[src/hdl/lsbx_pkg.sv]
`timescale 1ns / 1ps
`default_nettype none

package lsbx_pkg;

  // beat payload widths
  localparam int PIXEL_W  = 8;
  localparam int SECRET_W = 8;

  // configuration port
  localparam int REG_IDX_W  = 2;
  localparam int CFG_DATA_W = 64;
  localparam int KEY_LEN_W  = 5;
  localparam int LIMIT_W    = 27;

  // register indexes
  localparam logic [REG_IDX_W-1:0] REG_KEY_LOW   = 2'd0;
  localparam logic [REG_IDX_W-1:0] REG_KEY_HIGH  = 2'd1;
  localparam logic [REG_IDX_W-1:0] REG_KEY_LEN   = 2'd2;
  localparam logic [REG_IDX_W-1:0] REG_LEN_LIMIT = 2'd3;

  // register reset values
  localparam logic [KEY_LEN_W-1:0] KEY_LEN_RESET = 5'd1;
  localparam logic [LIMIT_W-1:0]   LIMIT_RESET   = 27'd104857600;

  // extraction counters
  localparam int POS_W  = 28;
  localparam int SLEN_W = 32;
  localparam int HEADER_BYTES = 4;

  // result status codes
  typedef enum logic [1:0] {
    ST_DATA = 2'd0,
    ST_DONE = 2'd1,
    ST_OVER = 2'd2
  } status_t;

  // extraction phase
  typedef enum logic [2:0] {
    PH_HEADER  = 3'b001,
    PH_PAYLOAD = 3'b010,
    PH_IDLE    = 3'b100
  } phase_t;

endpackage

`default_nettype wire

[src/hdl/lsbx_if.sv]
`timescale 1ns / 1ps
`default_nettype none

// pixel stream channel
interface lsbx_pixel_if;
  logic                          valid;
  logic                          ready;
  logic [lsbx_pkg::PIXEL_W-1:0]  pixel_byte;
  logic                          first_of_image;

  modport source (output valid, output pixel_byte, output first_of_image, input ready);
  modport sink (input valid, input pixel_byte, input first_of_image, output ready);
endinterface

// secret result channel
interface lsbx_result_if;
  logic                          valid;
  logic                          ready;
  logic [lsbx_pkg::SECRET_W-1:0] secret_byte;
  logic                          last_byte;
  lsbx_pkg::status_t             status;

  modport source (output valid, output secret_byte, output last_byte, output status,
                  input ready);
  modport sink (input valid, input secret_byte, input last_byte, input status,
                output ready);
endinterface

`default_nettype wire

[src/hdl/lsb_extract_xor_payload.sv]
`timescale 1ns / 1ps
`default_nettype none

// LSB extractor with XOR payload decryption. One pixel beat is taken every
// clock cycle; bit 0 of each pixel is gathered LSB first into bytes, each byte
// is XORed with a repeating key byte and with the low 8 bits of its position.
// The first four bytes are the little-endian secret length: above the limit
// gives one status-2 result, zero gives one status-1 result, otherwise every
// secret byte comes out with the last one marked. A result appears on the
// result channel in the cycle after the pixel beat that completes it and waits
// in a single output register; the pixel channel stalls only while that
// register is full and not being taken. After the end or an error, pixels are
// dropped until a beat with first_of_image set. Configuration writes are
// taken at any time and apply from the next completed byte.
module lsb_extract_xor_payload #(
  parameter int KEY_BYTES = 16
) (
  input  wire logic                              clk,
  input  wire logic                              rst,
  lsbx_pixel_if.sink                             pixels,
  lsbx_result_if.source                          results,
  input  wire logic                              cfg_wr_en,
  input  wire logic [lsbx_pkg::REG_IDX_W-1:0]    cfg_index,
  input  wire logic [lsbx_pkg::CFG_DATA_W-1:0]   cfg_wr_data
);

  localparam int KPW = (KEY_BYTES > 1) ? $clog2(KEY_BYTES) : 1;
  localparam logic [lsbx_pkg::KEY_LEN_W-1:0] KEY_MAX = lsbx_pkg::KEY_LEN_W'(KEY_BYTES);

  // configuration registers
  logic [7:0]                       key_mem [KEY_BYTES];
  logic [lsbx_pkg::KEY_LEN_W-1:0]   key_length;
  logic [lsbx_pkg::LIMIT_W-1:0]     length_limit;

  // extraction state
  lsbx_pkg::phase_t                 phase;
  logic [2:0]                       bit_count;
  logic [7:0]                       byte_gather;
  logic [lsbx_pkg::POS_W-1:0]       byte_position;
  logic [KPW-1:0]                   key_position;
  logic [lsbx_pkg::SLEN_W-1:0]      secret_length;

  // result register
  logic                             res_valid;
  logic [lsbx_pkg::SECRET_W-1:0]    res_byte;
  logic                             res_last;
  lsbx_pkg::status_t                res_status;

  // next values
  lsbx_pkg::phase_t                 phase_next;
  logic [2:0]                       bit_count_next;
  logic [7:0]                       byte_gather_next;
  logic [lsbx_pkg::POS_W-1:0]       byte_position_next;
  logic [KPW-1:0]                   key_position_next;
  logic [lsbx_pkg::SLEN_W-1:0]      secret_length_next;
  logic                             load_res;
  logic [lsbx_pkg::SECRET_W-1:0]    res_byte_next;
  logic                             res_last_next;
  lsbx_pkg::status_t                res_status_next;

  logic accept;

  assign pixels.ready = !res_valid || results.ready;
  assign accept       = pixels.valid && pixels.ready;

  assign results.valid       = res_valid;
  assign results.secret_byte = res_byte;
  assign results.last_byte   = res_last;
  assign results.status      = res_status;

  // configuration writes
  always_ff @(posedge clk) begin
    if (rst) begin
      for (int b = 0; b < KEY_BYTES; b++) begin
        key_mem[b] <= 8'h00;
      end
      key_length   <= lsbx_pkg::KEY_LEN_RESET;
      length_limit <= lsbx_pkg::LIMIT_RESET;
    end else if (cfg_wr_en) begin
      case (cfg_index)
        lsbx_pkg::REG_KEY_LOW: begin
          for (int b = 0; b < KEY_BYTES; b++) begin
            if (b < 8) key_mem[b] <= cfg_wr_data[8*(b%8) +: 8];
          end
        end
        lsbx_pkg::REG_KEY_HIGH: begin
          for (int b = 0; b < KEY_BYTES; b++) begin
            if (b >= 8) key_mem[b] <= cfg_wr_data[8*(b%8) +: 8];
          end
        end
        lsbx_pkg::REG_KEY_LEN: begin
          key_length <= cfg_wr_data[lsbx_pkg::KEY_LEN_W-1:0];
        end
        lsbx_pkg::REG_LEN_LIMIT: begin
          length_limit <= cfg_wr_data[lsbx_pkg::LIMIT_W-1:0];
        end
        default: begin
        end
      endcase
    end
  end

  // per-beat extraction step
  always_comb begin
    lsbx_pkg::phase_t                 cur_phase;
    logic [2:0]                       cur_bc;
    logic [7:0]                       cur_gather;
    logic [lsbx_pkg::POS_W-1:0]       cur_pos;
    logic [KPW-1:0]                   cur_kp;
    logic [lsbx_pkg::SLEN_W-1:0]      cur_slen;
    logic [7:0]                       gathered;
    logic [7:0]                       value;
    logic [lsbx_pkg::KEY_LEN_W-1:0]   klen;
    logic [lsbx_pkg::KEY_LEN_W-1:0]   kp_inc;
    logic [lsbx_pkg::SLEN_W-1:0]      slen_full;
    logic [lsbx_pkg::SLEN_W-1:0]      payload_idx;

    // restart on first of image
    if (pixels.first_of_image) begin
      cur_phase  = lsbx_pkg::PH_HEADER;
      cur_bc     = 3'd0;
      cur_gather = 8'h00;
      cur_pos    = '0;
      cur_kp     = '0;
      cur_slen   = '0;
    end else begin
      cur_phase  = phase;
      cur_bc     = bit_count;
      cur_gather = byte_gather;
      cur_pos    = byte_position;
      cur_kp     = key_position;
      cur_slen   = secret_length;
    end

    gathered = cur_gather | (8'(pixels.pixel_byte[0]) << cur_bc);
    value    = gathered ^ key_mem[cur_kp] ^ cur_pos[7:0];

    // effective key length, clamped to 1..KEY_BYTES
    if (key_length == '0) klen = lsbx_pkg::KEY_LEN_W'(1);
    else if (key_length > KEY_MAX) klen = KEY_MAX;
    else klen = key_length;
    kp_inc = lsbx_pkg::KEY_LEN_W'(cur_kp) + lsbx_pkg::KEY_LEN_W'(1);

    slen_full   = cur_slen | (lsbx_pkg::SLEN_W'(value) << {cur_pos[1:0], 3'b000});
    payload_idx = lsbx_pkg::SLEN_W'(cur_pos) - lsbx_pkg::SLEN_W'(lsbx_pkg::HEADER_BYTES - 1);

    phase_next         = cur_phase;
    bit_count_next     = cur_bc;
    byte_gather_next   = cur_gather;
    byte_position_next = cur_pos;
    key_position_next  = cur_kp;
    secret_length_next = cur_slen;
    load_res           = 1'b0;
    res_byte_next      = '0;
    res_last_next      = 1'b1;
    res_status_next    = lsbx_pkg::ST_DATA;

    if (cur_phase != lsbx_pkg::PH_IDLE) begin
      if (cur_bc != 3'd7) begin
        bit_count_next   = cur_bc + 3'd1;
        byte_gather_next = gathered;
      end else begin
        // full byte gathered
        bit_count_next     = 3'd0;
        byte_gather_next   = 8'h00;
        byte_position_next = cur_pos + lsbx_pkg::POS_W'(1);
        key_position_next  = (kp_inc >= klen) ? '0 : KPW'(kp_inc);

        if (cur_phase == lsbx_pkg::PH_HEADER) begin
          secret_length_next = slen_full;
          if (cur_pos >= lsbx_pkg::POS_W'(lsbx_pkg::HEADER_BYTES - 1)) begin
            if (slen_full > lsbx_pkg::SLEN_W'(length_limit)) begin
              phase_next      = lsbx_pkg::PH_IDLE;
              load_res        = 1'b1;
              res_status_next = lsbx_pkg::ST_OVER;
            end else if (slen_full == '0) begin
              phase_next      = lsbx_pkg::PH_IDLE;
              load_res        = 1'b1;
              res_status_next = lsbx_pkg::ST_DONE;
            end else begin
              phase_next = lsbx_pkg::PH_PAYLOAD;
            end
          end
        end else begin
          // secret byte
          load_res      = 1'b1;
          res_byte_next = value;
          res_last_next = (payload_idx >= cur_slen);
          if (payload_idx >= cur_slen) phase_next = lsbx_pkg::PH_IDLE;
        end
      end
    end
  end

  // state update
  always_ff @(posedge clk) begin
    if (rst) begin
      phase         <= lsbx_pkg::PH_HEADER;
      bit_count     <= 3'd0;
      byte_gather   <= 8'h00;
      byte_position <= '0;
      key_position  <= '0;
      secret_length <= '0;
    end else if (accept) begin
      phase         <= phase_next;
      bit_count     <= bit_count_next;
      byte_gather   <= byte_gather_next;
      byte_position <= byte_position_next;
      key_position  <= key_position_next;
      secret_length <= secret_length_next;
    end
  end

  // result register valid
  always_ff @(posedge clk) begin
    if (rst) begin
      res_valid <= 1'b0;
    end else if (accept && load_res) begin
      res_valid <= 1'b1;
    end else if (results.ready) begin
      res_valid <= 1'b0;
    end
  end

  // result register payload
  always_ff @(posedge clk) begin
    if (accept && load_res) begin
      res_byte   <= res_byte_next;
      res_last   <= res_last_next;
      res_status <= res_status_next;
    end
  end

`ifndef SYNTHESIS
  // status results carry the end mark and a zero byte
  a_status_last: assert property (@(posedge clk) disable iff (rst)
    res_valid && res_status != lsbx_pkg::ST_DATA |-> res_last && res_byte == '0)
    else $error("status result without end mark");

  // a finished image leaves no partial byte behind
  a_idle_clean: assert property (@(posedge clk) disable iff (rst)
    phase == lsbx_pkg::PH_IDLE |-> bit_count == 3'd0 && byte_gather == 8'h00)
    else $error("partial byte left in idle phase");

  // the payload phase always has a nonzero secret length
  a_payload_len: assert property (@(posedge clk) disable iff (rst)
    phase == lsbx_pkg::PH_PAYLOAD |-> secret_length != '0)
    else $error("payload phase with zero length");

  // loading a final result ends the image
  a_last_ends: assert property (@(posedge clk) disable iff (rst)
    accept && load_res && res_last_next |=> phase == lsbx_pkg::PH_IDLE)
    else $error("final result did not end extraction");
`endif

endmodule

`default_nettype wire
[src/flat_wrapper.sv]
// flat-port wrapper written by rule: the top's interface ports become plain ports
module lsb_extract_xor_payload_flat 
#(
  parameter int KEY_BYTES = 16
)
  (clk, rst, cfg_wr_en, cfg_index, cfg_wr_data, pixels_valid, pixels_pixel_byte, pixels_first_of_image, pixels_ready, results_valid, results_secret_byte, results_last_byte, results_status, results_ready);
  lsbx_pixel_if pixels_i ();
  lsbx_result_if results_i ();
  input  wire logic clk;
  input  wire logic rst;
  input  wire logic cfg_wr_en;
  input  wire logic [lsbx_pkg::REG_IDX_W-1:0] cfg_index;
  input  wire logic [lsbx_pkg::CFG_DATA_W-1:0] cfg_wr_data;
  input wire logic [$bits(pixels_i.valid)-1:0] pixels_valid;
  input wire logic [$bits(pixels_i.pixel_byte)-1:0] pixels_pixel_byte;
  input wire logic [$bits(pixels_i.first_of_image)-1:0] pixels_first_of_image;
  output wire logic [$bits(pixels_i.ready)-1:0] pixels_ready;
  output wire logic [$bits(results_i.valid)-1:0] results_valid;
  output wire logic [$bits(results_i.secret_byte)-1:0] results_secret_byte;
  output wire logic [$bits(results_i.last_byte)-1:0] results_last_byte;
  output wire logic [$bits(results_i.status)-1:0] results_status;
  input wire logic [$bits(results_i.ready)-1:0] results_ready;
  assign pixels_i.valid = pixels_valid;
  assign pixels_i.pixel_byte = pixels_pixel_byte;
  assign pixels_i.first_of_image = pixels_first_of_image;
  assign pixels_ready = pixels_i.ready;
  assign results_valid = results_i.valid;
  assign results_secret_byte = results_i.secret_byte;
  assign results_last_byte = results_i.last_byte;
  assign results_status = results_i.status;
  assign results_i.ready = results_ready;
  lsb_extract_xor_payload #(.KEY_BYTES(KEY_BYTES)) u_core (.clk(clk), .rst(rst), .pixels(pixels_i), .results(results_i), .cfg_wr_en(cfg_wr_en), .cfg_index(cfg_index), .cfg_wr_data(cfg_wr_data));
endmodule
[config.mk]
export PLATFORM = sky130hd
export DESIGN_NAME = lsb_extract_xor_payload_flat
export DESIGN_NICKNAME = d
export VERILOG_FILES = /design/src/hdl/lsbx_pkg.sv /design/src/hdl/lsbx_if.sv /design/src/hdl/lsb_extract_xor_payload.sv /design/src/flat_wrapper.sv
export SDC_FILE = /design/constraint.sdc
export NUM_CORES = 1
export LEC_CHECK = 0
export CORE_UTILIZATION = 63
export DETAILED_ROUTE_END_ITERATION = 6
export DONT_BUFFER_PORTS = 1
export PLACE_DENSITY = 0.79
export SLEW_MARGIN = 20
export SYNTH_ARGS = -nofsm -noshare
export SYNTH_HDL_FRONTEND = slang
export SYNTH_SLANG_ARGS = --single-unit
[constraint.sdc]
create_clock -name clk -period 9.4 [get_ports clk]
set_input_delay 0.94 -clock clk [delete_from_list [all_inputs] [get_ports clk]]
set_output_delay 0.94 -clock clk [all_outputs]
set_load 0.02 [all_outputs]
# Yosys cells after proc, flatten, opt, wreduce, memory -nomap -nowiden
# Memories as Yosys holds them, arrays and structs flattened.
# Index checks and enable logic that the tools add are counted.
# Widths: inputs -> output; s select.
# totals
register_bits	122
latch_bits	0
ram_bits	128
mem_bits_ro	0
in_bits	80
output_inout_bits	13
wordCells	130
n_memories	1
# mem_list
memory	depth	width	read_ports	rd_ports_with_merged_regs	wr	line_no	text
u_core.key_mem	16	8	1	0	16	lsb_extract_xor_payload.sv:31	logic [7:0] key_mem [KEY_BYTES];
# op_classes
addsub	4
mul	0
div_mod_pow	0
n_lt_le_gt_ge	5
eq_ne	6
shifts	2
muxes	63
bitwise	23
n_reduce_logical	13
# op_table
operator	count
$mux 8	19
$mux 32	4
$mux 28	3
$mux 3	11
$ge 32x32->1	1
$gt 32x27->1	1
$logic_not 32->1	1
$or 32x32->32	1
$shl 8x5->32	1
$sub 28x2->29 const B	1
$add 28x1->28 const B	1
$ge 28x2->1 const B	1
$mux 1	19
$mux 4	4
$or 1x1->1	16
$xor 8x8->8	2
$mux 5	2
$or 8x8->8	1
$shl 1x3->8	1
$ne 3x3->1 const B	2
$add 4x1->5 const B	1
$ge 5x5->1	1
$gt 5x5->1 const B	1
$logic_not 5->1	1
other kinds (15)	20

# Depth between registers and ports, before layout
# Gate-level depths: netlist of the first run.
# depth
word_depth	16
ltp_mapped	27

# Least setup slack after synthesis of the first run
# OpenSTA, ideal clock, no wires.
# synth_path
path_type	input port to flip-flop
startpoint	input port pixels_first_of_image
endpoint	register u_core.phase[2]
arrival_time_ns	5.297
slack_ns	3.981
stages	24
cell_sequence	buf_4 inv_1 nand2_1 inv_1 ha_1 clkbuf_1 nor3_1 nand2_1 nor4_1 o21a_1 o21ai_1 nor4_1 xnor2_1 a21oi_1 ha_1 a21oi_1 nor2b_1 o21ai_0 nand2b_1 a21oi_1 o21ai_0 a21oi_1 a21oi_1 a221o_1
# synth_between
elab_chain_len	14
# synth_rtl
element	line_no	text
start: declaration	flat_wrapper.sv:16	input wire logic [$bits(pixels_i.first_of_image)-1:0] pixels_first_of_image;
parallel branches: the longest is 13 deep, another holds $gt 32x27->1	--	
$mux 3 (*)	lsb_extract_xor_payload.sv:158	if (cur_phase != lsbx_pkg::PH_IDLE) begin
end signal: assignment	lsb_extract_xor_payload.sv:198	phase <= lsbx_pkg::PH_HEADER;
end signal: assignment	lsb_extract_xor_payload.sv:205	phase <= phase_next;
end: declaration	lsb_extract_xor_payload.sv:36	lsbx_pkg::phase_t phase;
# Every way passes the cells marked *.
# A chain may end at the register's enable or synchronous reset.

# Worst setup path in the final report of the first run
# Ends and elaborated chain as after synthesis.

==> results of run 1 <==
[synthesized netlist by cell type (38+ instances only)]
library cell  number  share of area (%)
inv_1             53                1.4
ha_1              70                6.2
edfxtp_1         139                 30
and2_1            48                2.1
clkbuf_1          59                1.6
nand2_1          174                4.6
mux2i_1           38                2.7
nor2b_1          104                4.6
a21oi_1           74                2.6
dfxtp_1          111                 16
nor2_1           164                4.4
o21ai_0           45                1.6
[final cells by class]
cell class | instances | area [µm²] | area share, %
Clock buffer | 35 | 704 | 4.70
Inverter | 53 | 199 | 1.33
Tap cell | 280 | 350 | 2.34
Multi-Input combinational cell | 1125 | 7160 | 47.7
Timing Repair Buffer | 10 | 75.1 | 0.501
Sequential cell | 250 | 6400 | 42.7
Clock inverter | 13 | 108 | 0.718
Antenna cell | 1 | 2.50 | 0.0167
[kinds of logic (layout without fill, tap and decap cells)]
family                   Yosys count  in the layout  synth area share, %
buffers and inverters            144            111                 4.09
multiplexers                      53             53                 3.89
XOR/XNOR                          47             47                 3.02
other                              0              1                    0
flip-flops                       250            250                 45.3
AND/OR/NAND/NOR                  663            663                 23.4
AO/OA/AOI/OAI                    292            292                 14.1
adder cells (fa/ha/maj)           70             70                 6.20
[per-layer routing]
| layer | up-vias | global-route usage, % | wire length [µm] |
|---|---|---|---|
| met5 | - | 0 | 13 |
| met2 | 525 | 50.9 | 16700 |
| met3 | 90 | 5.87 | 3240 |
| met1 | 5437 | 43.6 | 15000 |
| met4 | 2 | 9.60 | 978 |
| li1 | 5316 | - | - |
[worst max-delay path, cell delays in order]
cell      delay (ns)
inv_1           0.02
buf_4           0.31
nand2_1         0.33
inv_1           0.19
ha_1            0.39
nor3_1          0.54
nand2_1         0.20
nor4_1          0.69
o21a_1          0.26
o21ai_1         0.12
nor4_1          0.26
xnor2_1         0.16
a21oi_1         0.09
ha_1            0.34
a21oi_1         0.13
nor2b_1         0.06
o21ai_0         0.15
nand2b_1        0.07
a21oi_1         0.13
o21ai_0         0.11
a21oi_1         0.53
a21oi_1         0.14
a221o_1         0.36
[path summary, 6_finish.rpt]
| kind | from | end | slack, ns |
|---|---|---|---|
| max | pixels_first_of_image | u_core.phase[2] | 3.23 |
| min | u_core.length_limit[16] | u_core.length_limit[16] | 0.46 |
| max reg2reg | u_core.key_position[1] | u_core.results.last_byte | 3.60 |
| min reg2reg | u_core.length_limit[16] | u_core.length_limit[16] | 0.46 |
[power groups by stage]
stage,combinational (mW),clock [mW],sequential (mW)
6_report,0.130,0.982,1.22
5_1_grt,0.142,1.03,1.23
4_1_cts,0.129,0.988,1.22
3_5_place_dp,0.127,0,1.25
3_3_place_gp,0.124,0,1.24
2_1_floorplan,0.109,0,1.24
[registers in the layout, indices dropped and copies added, names as in the netlist, 4 cells and up]
name,flops
u_core.byte_position,28
u_core.results.secret_byte,8
u_core.secret_length,32
u_core.length_limit,27
u_core.byte_gather,8
u_core.key_mem,128
u_core.key_position,4
u_core.key_length,5
==> results.cfg, run 1 <==
[outcome]
status = finished, final reports clean

[floorplan]
dieHeight_um = 152
num_rows = 54
pin_count = 93
start_util_pct = 64.5
die_w_um = 152
core_mm2 = 0.0219
dieArea_mm2 = 0.0230

[grt]
grt_pass1_vias = 10733
grt_max_degree = 158
grt_usage_pct = 31.7
grt_overflow_total = 0
grt_pass1_wl_um = 56100
antenna_found_initial = 1

[cts]
cts_tree = built
post_cts_buffers = 0
cts_buffers = 26
path_clk_slew_ns = 0.06
htree_levels = 1
ctsResizeCount = 0
cts_hold_buf = 0
clock_latency_ns = 0.56
cts_sinks = 250
cts_root_buf = clkbuf_16
clockBufferDepth = 3

[worst_setup_path]
cp_max_fo = 84
r2r_cells = 18
startpoint_type = primary input
crit_path_end_kind = flip-flop
arrival_ns = 6.59
worstSetupPathType = primary input to flip-flop
required_ns = 9.82

[yosys]
ys_ff_latch = 250
synth.avg_cell_area_um2 = 9.29
seq_area_frac_synth_pct = 45.3
syn-num-nets = 1669
ys_warn_count = 0
synth.distinct_cells = 78
ys.flop_type = edfxtp_1
synth_edf_count = 139
synth_cells = 1519
netlist_area_mm2 = 0.0141
ys_async_sr_fraction_pct = 0

[layout]
final_common_cell = nand2_1
fin_cells = 1767
drive_gt1_share_pct = 5.52
fin_nets = 1616
finalCoreUtilization_pct = 68.5
final_cell_mix = 171 x nand2_1, 163 x nor2_1, 139 x edfxtp_1
syn2layout_area_growth_pct = 6.21
fin_area_mm2 = 0.0150
num-fill-cells = 1700

[timing]
worst_pin_slew_ns = 1.08
layout_setup_ws_ns = 3.23
slew_viol_final = 0
period_minus_slack_ns = 6.17
finalClockSkew_ns = 0.0334
final-setup-viol-count = 0
holdWs_ns = 0.455
final.setup.tns_ns = 0
grt_setup_unrepaired = no
slew_headroom_pct = 27.3
fin_crit_sh_pct = 65.6
fmax_mhz = 162
hold_viol = 0

[job]
maxCapViolCount = 0

[placement]
portBuffers = 0
routabilityCongestion = 0.931
dpl_worst_slack_ns = 2.88
place_hpwl_um = 24900
dpl_cell_area_mm2 = 0.0142
dp.cells = 1718

[worst_hold_path]
hold_depth = 2
hold_path_class = flip-flop to flip-flop

[power]
p_comb_share_pct = 5.6
p_leak_nw = 5.25
p_int_mw = 1.81
power_density_mw_per_mm2 = 156
seq_power_share_pct = 52.4
switching_power_uw = 528
total_power_mw = 2.34
p_sw_share_pct = 22.6
ir_drop_mv = 0.168
clock_power_share_pct = 42.1

[detailed_routing]
vias = 11370
drt-pass1-iter-count = 6
ant_nets = 0
wl_um = 35900
drt-initial-drc-count = 1143
routed_via_density = 6.43
wl_per_cell_um = 20.3
drc = 0
No activity file was read; power rests on OpenSTA's default activity.
==> run 2, diff against run 1 <==
--- a/config.mk
+++ b/config.mk
@@ -5,10 +5,11 @@
 export SDC_FILE = /design/constraint.sdc
 export NUM_CORES = 1
 export LEC_CHECK = 0
-export CORE_UTILIZATION = 63
+export ABC_AREA = 1
+export CORE_UTILIZATION = 58
 export DETAILED_ROUTE_END_ITERATION = 6
 export DONT_BUFFER_PORTS = 1
-export PLACE_DENSITY = 0.79
+export PLACE_DENSITY = 0.76
 export SLEW_MARGIN = 20
 export SYNTH_ARGS = -nofsm -noshare
 export SYNTH_HDL_FRONTEND = slang
==> constraint.sdc (replaced) <==
create_clock -name clk -period 5.1 [get_ports clk]
set_input_delay 0.51 -clock clk [delete_from_list [all_inputs] [get_ports clk]]
set_output_delay 0.51 -clock clk [all_outputs]
set_load 0.02 [all_outputs]
==> results.cfg, run 2 <==
[outcome]
status = finished with violations
failed_checks = design-rule violations

[cts]
cts_tree = built
cts_buffers = 28
clockBufferDepth = 3
cts_hold_buf = 0
htree_levels = 1
cts_sinks = 250
ctsResizeCount = 0
post_cts_buffers = 0
clock_latency_ns = 0.57
path_clk_slew_ns = 0.06
cts_root_buf = clkbuf_16

[timing]
final.setup.tns_ns = 0
worst_pin_slew_ns = 1.02
holdWs_ns = 0.0181
slew_headroom_pct = 32.1
fmax_mhz = 216
period_minus_slack_ns = 4.62
hold_viol = 0
final-setup-viol-count = 0
grt_setup_unrepaired = no
finalClockSkew_ns = 0.0297
slew_viol_final = 0
fin_crit_sh_pct = 90.7

[yosys]
yosys-top-cells-area = edfxtp_1 29%, dfxtp_1 16%, nand2_1 9.8%
ys_warn_count = 0
synth_cells = 1837
synth.distinct_cells = 52
netlist_area_mm2 = 0.0143
syn-num-nets = 1987
synth_most_common_cell = nand2_1
yosysTopAreaCell = edfxtp_1
ys_ff_latch = 250
synth_top_area_share_pct = 29.3
synth_commonest_cells = 372 x nand2_1, 242 x nor2_1, 201 x inv_1
seq_area_frac_synth_pct = 44.9
ys.flop_type = edfxtp_1
ys_async_sr_fraction_pct = 0
synth.avg_cell_area_um2 = 7.76
synth_edf_count = 139

[grt]
top_usage_layer = met2
grt_pass1_wl_um = 60700
grt_max_degree = 112
use_met3_pct = 6.61
grt_use_met1_pct = 42.6
grt_pass1_vias = 11600
grt.met2_usage_pct = 45.9
grt_overflow_total = 0
grt_usage_pct = 30.3
antenna_found_initial = 0

[detailed_routing]
routed_via_density = 5.90
wl_per_cell_um = 18.0
wl_um = 38800
drc = 10
drt-pass1-iter-count = 7
drt-initial-drc-count = 1543
vias = 12743
ant_nets = 0

[worst_setup_path]
arrival_ns = 4.89
crit_path_end_kind = flip-flop
r2r_setup_slack_ns = 0.48
slowest_stage = dfxtp_1
required_ns = 5.37
cp_max_fo = 11
worstReg2RegStart = u_core.key_position[1]
crit_end = u_core.results.secret_byte[7]
crit_path_start = u_core.key_position[1]
path_depth = 24
slowest_delay_ns = 0.40
crit_chain = inv_1, nor2_2, a21oi_1, a221oi_1, o22ai_1, xnor2_1, inv_1, ha_1, inv_1, o21ai_0, ha_1, nand2_1, nor3_1, nand2_1, o2111ai_1, nand3_1, nand2_1, nand2_1, nand2_1, nand2_1, nand2_1, nand2_1, inv_1, buf_4
worstSetupPathType = flip-flop to flip-flop
critPathTopFamily = simple AND/OR/NAND/NOR gates
cp.buffers_inverters = 5
r2r-end = u_core.results.secret_byte[7]
worst_path_most_repeated_cell = nand2_1
startpoint_type = flip-flop
r2r_cells = 24

[power]
ir_drop_mv = 0.383
p_leak_nw = 6.43
total_power_mw = 4.57
power_density_mw_per_mm2 = 296

[placement]
dp.cells = 2109
routabilityCongestion = 0.921
portBuffers = 0
place_hpwl_um = 27400

[floorplan]
dieHeight_um = 159
die_w_um = 159
pin_count = 93
dieArea_mm2 = 0.0252
core_mm2 = 0.0242
start_util_pct = 58.8
num_rows = 57

[layout]
syn2layout_area_growth_pct = 8.17
fin_cells = 2161
largest_register_ffs = 128
final_common_cell = nand2_1
top_register = u_core.key_mem
num-fill-cells = 2076
fin_nets = 1965
drive_gt1_share_pct = 6.64
finalCoreUtilization_pct = 63.6
diodes = 0
final_cell_mix = 370 x nand2_1, 241 x nor2_1, 201 x inv_1
reg.largest.list = u_core.key_mem (128), u_core.secret_length (32), u_core.byte_position (28)

[worst_hold_path]
hold_path_class = primary input to flip-flop
hp-start = rst

[job]
maxCapViolCount = 0
==> run 2: worst min path at each step <==
stage                               end  slack (ns)  cells past startpoint
6_report       u_core.secret_length[14]        0.02                      1
3_5_place_dp   u_core.secret_length[18]        0.45                      2
2_1_floorplan   u_core.byte_position[2]        0.44                      2
3_3_place_gp    u_core.byte_position[2]        0.45                      2
4_1_cts        u_core.secret_length[21]       0.002                      1
5_1_grt        u_core.secret_length[10]       0.004                      1
==> run 2: cell families (layout without fill, tap and decap cells) <==
kind of cell,after synthesis,in the layout,share of synthesized area [%]
compound gates,269,269,10.3
flops,250,250,44.9
xor+xnor,27,27,1.66
simple gates,923,923,28.3
buf+inv,298,298,8.72
fa+ha+maj,70,70,6.14
==> run 2: power by group <==
group          internal, mW  switching [mW]  leakage [nW]
sequential             2.24          0.0366          2.25
clock                  1.16           0.838         0.439
combinational        0.0862           0.218          3.73
==> run 2: final cells by class <==
cell class | instances | area [µm²] | share of cell area [%]
well taps | 324 | 405 | 2.63
inverters | 217 | 822 | 5.33
clock inverters | 19 | 186 | 1.21
clock buffers | 33 | 719 | 4.66
flip-flops and latches | 250 | 6400 | 41.5
repair buffers | 29 | 243 | 1.57
multi-input cells | 1289 | 6650 | 43.1
==> run 2: metal layers <==
layer	share of wire (%)	vias to the layer above
met5	0	-
met4	3.2	0
met3	11	102
met2	44	662
met1	42	5856
li1	-	6123
==> run 2: worst reg2reg max path, cell delays in order (launching register included) <==
cell and delay, ns:
dfxtp_1 0.40, inv_1 0.07, nor2_2 0.38, a21oi_1 0.08
a221oi_1 0.35, o22ai_1 0.23, xnor2_1 0.29, inv_1 0.08
ha_1 0.22, inv_1 0.06, o21ai_0 0.21, ha_1 0.40
nand2_1 0.05, nor3_1 0.26, nand2_1 0.09, o2111ai_1 0.09
nand3_1 0.10, nand2_1 0.07, nand2_1 0.11, nand2_1 0.13
nand2_1 0.06, nand2_1 0.15, nand2_1 0.10, inv_1 0.18
buf_4 0.17
==> run 2: per-stage QoR <==
stage	setup WS, ns	cell area (µm²)
2_1_floorplan	1.05	14300
3_3_place_gp	0.540	14500
3_5_place_dp	0.551	14500
4_1_cts	0.608	15400
5_1_grt	0.115	15400
6_report	0.477	15400
